## config.mk

```make
export PLATFORM = sky130hd
export DESIGN_NAME = tplu_ctrl
export DESIGN_NICKNAME = d
export VERILOG_FILES = /design/src/tplu_pkg.sv /design/src/tplu_ctrl.sv
export SDC_FILE = /design/constraint.sdc
export NUM_CORES = 1
export LEC_CHECK = 0
export ABC_AREA = 1
export BUFFER_PORTS_ARGS = -buffer_cell sky130_fd_sc_hd__buf_2
export CORE_MARGIN = 2
export CORE_UTILIZATION = 54
export CTS_BUF_LIST = sky130_fd_sc_hd__clkbuf_4 sky130_fd_sc_hd__clkbuf_8
export DETAILED_ROUTE_END_ITERATION = 8
export HOLD_SLACK_MARGIN = 0.12
export PLACE_DENSITY = 0.94
export SYNTH_ARGS = -nofsm -noshare
export SYNTH_HDL_FRONTEND = slang
export SYNTH_SLANG_ARGS = --single-unit
```

## constraint.sdc

```tcl
create_clock -name clk_i -period 9.2 [get_ports clk_i]
set_input_delay 1.84 -clock clk_i [delete_from_list [all_inputs] [get_ports clk_i]]
set_output_delay 1.84 -clock clk_i [all_outputs]
set_load 0.01 [all_outputs]
```

## src/tplu_pkg.sv

```systemverilog
// Shared types and constants for the two-level page table updater.
package tplu_pkg;

  localparam int unsigned IdxW  = 10;
  localparam int unsigned PageW = 20;

  localparam logic [31:0] KeepMask  = 32'h0000_0FF8;
  localparam logic [31:0] FrameMask = 32'hFFFF_F000;
  localparam logic [11:0] PdeFlags  = 12'h007;

  typedef enum logic {
    CMD_MAP   = 1'b0,
    CMD_UNMAP = 1'b1
  } cmd_e;

  typedef enum logic [1:0] {
    ST_OK         = 2'd0,
    ST_NO_FREE    = 2'd1,
    ST_OUTSIDE    = 2'd2,
    ST_NOT_MAPPED = 2'd3
  } status_e;

  typedef enum logic [3:0] {
    S_CLEAR,
    S_IDLE,
    S_PDE,
    S_ZERO,
    S_PDE_RD,
    S_PDE_WR,
    S_PTE_RD,
    S_PTE_WR,
    S_UNMAP,
    S_RESP
  } ctrl_state_e;

  typedef struct packed {
    cmd_e        cmd;
    logic [31:0] table_root;
    logic [31:0] virtual_address;
    logic [31:0] physical_address;
    logic        writable;
    logic        user_access;
  } req_t;

  typedef struct packed {
    status_e     status;
    logic [31:0] entry_address;
    logic        table_allocated;
    logic        flush_tlb;
  } res_t;

endpackage

```

## src/tplu_ctrl.sv

```systemverilog
// Command sequencer: directory walk, table allocation and entry updates.
module tplu_ctrl import tplu_pkg::*; #(
  parameter int unsigned MEM_PAGES = 256
) (
  input  logic                                clk_i,
  input  logic                                rst_ni,
  input  logic                                cfg_we_i,
  input  logic [PageW-1:0]                    cfg_wdata_i,
  input  logic                                req_valid_i,
  output logic                                req_ready_o,
  input  req_t                                req_i,
  output logic                                res_valid_o,
  input  logic                                res_ready_i,
  output res_t                                res_o,
  output logic                                mem_we_o,
  output logic [$clog2(MEM_PAGES)+IdxW-1:0]   mem_addr_o,
  output logic [31:0]                         mem_wdata_o,
  input  logic [31:0]                         mem_rdata_i
);

  localparam int unsigned PW    = $clog2(MEM_PAGES);
  localparam int unsigned AW    = PW + IdxW;
  localparam int unsigned Depth = MEM_PAGES * 1024;
  localparam logic [AW-1:0]    LastWord  = AW'(Depth - 1);
  localparam logic [PageW:0]   PageLimit = (PageW + 1)'(MEM_PAGES);
  localparam logic [IdxW-1:0]  LastIdx   = {IdxW{1'b1}};

  ctrl_state_e       state_q, state_d;
  req_t              req_q, req_d;
  logic [PageW-1:0]  pt_page_q, pt_page_d;
  logic [PageW-1:0]  nf_q, nf_d;
  logic              alloc_q, alloc_d;
  status_e           err_q, err_d;
  logic [AW-1:0]     cnt_q, cnt_d;

  logic [PageW-1:0]  pd_in, pd_q, rd_page;
  logic [AW-1:0]     pde_at_in, pde_at, pte_at;
  logic [31:0]       entry_addr;
  logic              rd_present;

  assign pd_in     = req_i.table_root[31:12];
  assign pd_q      = req_q.table_root[31:12];
  assign pde_at_in = {pd_in[PW-1:0], req_i.virtual_address[31:22]};
  assign pde_at    = {pd_q[PW-1:0], req_q.virtual_address[31:22]};
  assign pte_at    = {pt_page_q[PW-1:0], req_q.virtual_address[21:12]};
  assign entry_addr = {pt_page_q, req_q.virtual_address[21:12], 2'b00};
  assign rd_page    = mem_rdata_i[31:12];
  assign rd_present = mem_rdata_i[0];

  function automatic logic page_ok(logic [PageW-1:0] page);
    return {1'b0, page} < PageLimit;
  endfunction

  always_comb begin
    state_d     = state_q;
    req_d       = req_q;
    pt_page_d   = pt_page_q;
    nf_d        = nf_q;
    alloc_d     = alloc_q;
    err_d       = err_q;
    cnt_d       = cnt_q;
    req_ready_o = 1'b0;
    res_valid_o = 1'b0;
    res_o       = '{status: ST_OK, entry_address: entry_addr,
                    table_allocated: alloc_q, flush_tlb: 1'b1};
    mem_we_o    = 1'b0;
    mem_addr_o  = pde_at;
    mem_wdata_o = '0;

    unique case (state_q)
      S_CLEAR: begin
        mem_we_o   = 1'b1;
        mem_addr_o = cnt_q;
        cnt_d      = cnt_q + AW'(1);
        if (cnt_q == LastWord) begin
          state_d = S_IDLE;
        end
      end
      S_IDLE: begin
        req_ready_o = 1'b1;
        mem_addr_o  = pde_at_in;
        if (req_valid_i) begin
          req_d   = req_i;
          alloc_d = 1'b0;
          if (page_ok(pd_in)) begin
            state_d = S_PDE;
          end else begin
            err_d   = ST_OUTSIDE;
            state_d = S_RESP;
          end
        end
      end
      S_PDE: begin
        pt_page_d = rd_page;
        if (req_q.cmd == CMD_UNMAP) begin
          if (!rd_present) begin
            err_d   = ST_NOT_MAPPED;
            state_d = S_RESP;
          end else if (!page_ok(rd_page)) begin
            err_d   = ST_OUTSIDE;
            state_d = S_RESP;
          end else begin
            state_d = S_UNMAP;
          end
        end else if (rd_present) begin
          if (page_ok(rd_page)) begin
            state_d = S_PTE_RD;
          end else begin
            err_d   = ST_OUTSIDE;
            state_d = S_RESP;
          end
        end else if (!page_ok(nf_q)) begin
          err_d   = ST_NO_FREE;
          state_d = S_RESP;
        end else begin
          pt_page_d = nf_q;
          nf_d      = nf_q + PageW'(1);
          alloc_d   = 1'b1;
          cnt_d     = '0;
          state_d   = S_ZERO;
        end
      end
      S_ZERO: begin
        mem_we_o   = 1'b1;
        mem_addr_o = {pt_page_q[PW-1:0], cnt_q[IdxW-1:0]};
        cnt_d      = cnt_q + AW'(1);
        if (cnt_q[IdxW-1:0] == LastIdx) begin
          state_d = S_PDE_RD;
        end
      end
      S_PDE_RD: begin
        state_d = S_PDE_WR;
      end
      S_PDE_WR: begin
        mem_we_o    = 1'b1;
        mem_wdata_o = (mem_rdata_i & KeepMask) | {pt_page_q, PdeFlags};
        state_d     = S_PTE_RD;
      end
      S_PTE_RD: begin
        mem_addr_o = pte_at;
        state_d    = S_PTE_WR;
      end
      S_PTE_WR: begin
        mem_addr_o  = pte_at;
        mem_wdata_o = (mem_rdata_i & KeepMask) | (req_q.physical_address & FrameMask)
                    | {29'b0, req_q.user_access, req_q.writable, 1'b1};
        if (res_ready_i) begin
          mem_we_o    = 1'b1;
          res_valid_o = 1'b1;
          state_d     = S_IDLE;
        end
      end
      S_UNMAP: begin
        mem_addr_o = pte_at;
        res_o.table_allocated = 1'b0;
        if (res_ready_i) begin
          mem_we_o    = 1'b1;
          res_valid_o = 1'b1;
          state_d     = S_IDLE;
        end
      end
      S_RESP: begin
        res_o = '{status: err_q, entry_address: '0, table_allocated: 1'b0,
                  flush_tlb: 1'b0};
        if (res_ready_i) begin
          res_valid_o = 1'b1;
          state_d     = S_IDLE;
        end
      end
      default: begin
        state_d = S_IDLE;
      end
    endcase

    if (cfg_we_i) begin
      nf_d = cfg_wdata_i;
    end
  end

  always_ff @(posedge clk_i or negedge rst_ni) begin
    if (!rst_ni) begin
      state_q <= S_CLEAR;
      nf_q    <= PageW'(16);
      alloc_q <= 1'b0;
      err_q   <= ST_OK;
      cnt_q   <= '0;
    end else begin
      state_q <= state_d;
      nf_q    <= nf_d;
      alloc_q <= alloc_d;
      err_q   <= err_d;
      cnt_q   <= cnt_d;
    end
  end

  always_ff @(posedge clk_i) begin
    req_q     <= req_d;
    pt_page_q <= pt_page_d;
  end

  a_err_no_write: assert property (@(posedge clk_i) disable iff (!rst_ni)
    (state_q == S_RESP) |-> !mem_we_o)
    else $error("memory written on an error response");

  a_alloc_bump: assert property (@(posedge clk_i) disable iff (!rst_ni)
    (state_q == S_PDE && state_d == S_ZERO && !cfg_we_i)
      |=> nf_q == PageW'($past(nf_q) + PageW'(1)))
    else $error("free pointer not advanced on table allocation");

  a_zero_len: assert property (@(posedge clk_i) disable iff (!rst_ni)
    (state_q == S_ZERO && state_d != S_ZERO) |-> cnt_q[IdxW-1:0] == LastIdx)
    else $error("table zeroing walk ended early");

  a_flush_ok: assert property (@(posedge clk_i) disable iff (!rst_ni)
    res_valid_o |-> (res_o.flush_tlb == (res_o.status == ST_OK)))
    else $error("flush request does not match status");

  a_alloc_link: assert property (@(posedge clk_i) disable iff (!rst_ni)
    (state_q == S_PDE_WR) |-> (alloc_q && mem_we_o && mem_wdata_o[0]))
    else $error("directory link without allocation");

endmodule

```

==> impl_metrics.py <==
metrics = {
    "route": {
        "postRouteAntennaNets": 0,
        "drc_errors": 0,
        "drt_iter0_markers": 400,
        "dr_total_vias": 5859,
        "drt-pass1-iter-count": 6,
        "post_drt_wl_per_cell_um": 14.69,
        "wl_um": 16190,
        "via_per_inst": 5.317,
    },
    "cts": {
        "cts_tree": "built",
        "cts.clk_slew.worst_paths_ns": 0.06,
        "insertion_delay_ns": 0.42,
        "cts_buffers": 17,
        "h-tree-depth": 4,
        "cts-root-buf": "clkbuf_8",
        "cts_buffer_depth": 2,
        "ctsResizeCount": 0,
        "postCtsHoldBufs": 0,
        "cts.sinks": 116,
        "cts_setup_buffers": 0,
    },
    "worst_setup_path": {
        "worstSetupEndpointType": "output pin",
        "ff2ff_path_depth": 5,
        "crit_path_max_fanout": 14,
        "r2r_start": "nf_q[19]",
        "r2r_slack_ns": 6.65,
        "arrival_ns": 2.49,
        "crit_required_ns": 7.36,
        "crit_type": "reg2out",
        "reg2reg_to": "pt_page_q[1]",
        "cp-start-kind": "flop",
    },
    "cells_and_area": {
        "final_util": 0.6893,
        "fillers": 878,
        "fin_nets": 1107,
        "fin_cells": 1102,
        "diodes": 0,
        "syn2layout_area_growth_pct": 23.36,
        "drive_gt1_frac": 0.2692,
    },
    "power": {
        "p_leak_nw": 3.765,
        "net-switching-power_w": 0.0007006,
        "p_comb_frac": 0.366,
        "irDropWorstVdd_v": 0.0001408,
        "p_per_area_nw_per_um2": 234.0,
        "pwr-share-seq": 0.411,
        "clockPowerShare": 0.223,
        "internal_power_w": 0.001071,
        "switching_share": 0.3954,
    },
    "placement": {
        "dp_slack_ns": 4.951,
        "dp.cells": 1070,
        "gp_congestion": 0.9173,
        "portBuffers": 204,
        "hpwl_um": 11930,
    },
    "sta": {
        "worstMarginPinSlew_ns": 1.130,
        "slew-limit-headroom": 0.2446,
        "setup_viol": 0,
        "min_period_over_period": 0.4705,
        "maxSlewViolCount": 0,
        "hold_viol": 0,
        "fin_ws_ns": 4.871,
        "skew_ns": 0.01435,
        "fin_setup_tns_ns": 0,
        "rsz0062_at_grt": "false",
        "period_needed_ns": 4.329,
        "fmax_mhz": 231.0,
    },
    "global_route": {
        "grt_start_max_net_pins": 46,
        "first_global_vias": 5571,
        "grt_use_total": 0.2613,
        "grt_pass1_wl_um": 26030,
        "overflow": 0,
        "antenna_found_initial": 0,
    },
    "logic_synthesis": {
        "async_flop_share": 0.3879,
        "ys_seq_area_frac": 0.5311,
        "synthCells": 746,
        "synth_area_leaders": "edfxtp_1 35%, dfrtp_1 18%, nand2_1 12%, nor2_1 7.0%, inv_1 6.0%",
        "synth-seq-cells": 116,
        "yosysMostFrequentCell": "nand2_1",
        "synth_compound_area_frac": 0.09174,
        "ys_top_cells_by_count": "192 x nand2_1, 114 x nor2_1, 98 x inv_1, 71 x edfxtp_1, 60 x o21ai_0",
        "netlist.area_leader.share": 0.3474,
        "muxShareOfSynthArea": 0,
        "synth-edff-count": 71,
        "syn_avg_cell_area_um2": 8.227,
        "synth-main-ff-cell": "edfxtp_1",
        "synth_area_leader_cell": "edfxtp_1",
        "synthAdderAreaFrac": 0.004077,
        "synth_warnings": 0,
        "synthSimpleGateAreaFrac": 0.2695,
        "synth_cell_types": 40,
        "synth_top_family_by_area": "simple AND/OR/NAND/NOR gates",
        "syn-cell-area_um2": 6137,
        "synth_xor_area_frac": 0.01570,
    },
    "floorplan": {
        "fp.dieArea_um2": 12230,
        "coreArea_um2": 10980,
        "rows": 38,
        "die_width_um": 110.6,
        "start_util": 0.5588,
        "fp.dieH_um": 110.6,
        "io_pins": 245,
    },
    "run_status": {
        "status": "complete, no violations",
    },
    "min_path": {
        "min_to": "nf_q[15]",
        "min-delay-start": "nf_q[15]",
        "whs_path_depth": 2,
        "holdCritPathClass": "reg2reg",
    },
    "flow_run": {
        "cap_violations": 0,
    },
}
==> area by class of cell <==
type | instances | area, um2 | share of cell area
sequential | 116 | 3259 | 0.4305
multi-input combinational | 501 | 2359 | 0.3115
timing repair buffer | 208 | 1051 | 0.1388
inverter | 105 | 396.6 | 0.05239
clock buffer | 20 | 262.8 | 0.03471
tap | 140 | 175.2 | 0.02314
clock inverter | 12 | 67.56 | 0.008924
==> per-stage QoR <==
stage	cell area, um2	hold WS (ns)	total power (W)
after global placement	7241	0.4613	0.001351
after floorplan	6141	0.4426	0.001143
final	7571	0.4949	0.001772
after detailed placement	7241	0.4846	0.001376
after global routing	7571	0.5411	0.001872
after CTS	7571	0.5022	0.001767
==> worst max-delay path: stages, from the launching register on <==
cell,delay [ns]
dfrtp_1,0.47
inv_1,0.22
nand2_1,0.16
nor2_1,0.49
buf_4,0.33
a22oi_1,0.12
o211ai_1,0.12
buf_2,0.16
==> cell families after synthesis <==
| kind of cell | after synthesis |
|---|---|
| flops | 116 |
| buf+inv | 130 |
| fa+ha+maj | 2 |
| other cells | 1 |
| simple gates | 388 |
| compound gates | 98 |
| xor+xnor | 11 |
==> cell usage in the layout (no fill, tap or decap), types with 4 or more instances in the layout <==
master,n
a21oi_1,12
a22oi_1,6
buf_2,204
buf_4,4
clkbuf_8,18
clkinv_2,6
clkinvlp_4,4
dfrtp_1,44
edfxtp_1,71
inv_1,98
inv_2,5
nand2_1,192
nand2_4,4
nand3_1,54
nand4_1,10
nor2_1,113
o2111ai_1,11
o21ai_0,60
o22ai_1,4
xor2_1,10
==> power by group through the flow <==
stage | combinational [W] | clock (W) | sequential [W]
finish | 0.000649 | 0.000395 | 0.000728
global route | 0.000715 | 0.000420 | 0.000737
CTS | 0.000646 | 0.000396 | 0.000725
detailed placement | 0.000641 | 0 | 0.000735
global placement | 0.000622 | 0 | 0.000729
floorplan | 0.000427 | 0 | 0.000716
==> how the worst max path moves through the flow <==
stage / from / endpoint / depth (start not counted)
global placement: req_i[59] / mem_addr_o[3] / 4
finish: state_q[1] / mem_addr_o[3] / 7
floorplan: req_valid_i / entry_addr[10] / 2
detailed placement: req_i[59] / mem_addr_o[3] / 4
global route: state_q[1] / mem_addr_o[3] / 7
CTS: state_q[1] / res_o[34] / 7
==> layer usage <==
metal	global-route usage	wire, um	vias to the layer above
met4	0.08167	375	0
li1	-	-	2828
met1	0.3207	6368	2684
met2	0.4458	7969	305
met3	0.07684	1478	42
met5	0	0	-
==> state kept, by name (all words and copies together), names as in the netlist <==
| signal | cells |
|---|---|
| pd_q | 8 |
| entry_addr | 10 |
| state_q | 4 |
| pt_page_q | 20 |
| alloc_q | 1 |
| err_q | 2 |
| nf_q | 20 |
| cnt_q | 18 |
| pde_at | 10 |
| req_q | 23 |
Power figures use the tool's default switching activity.
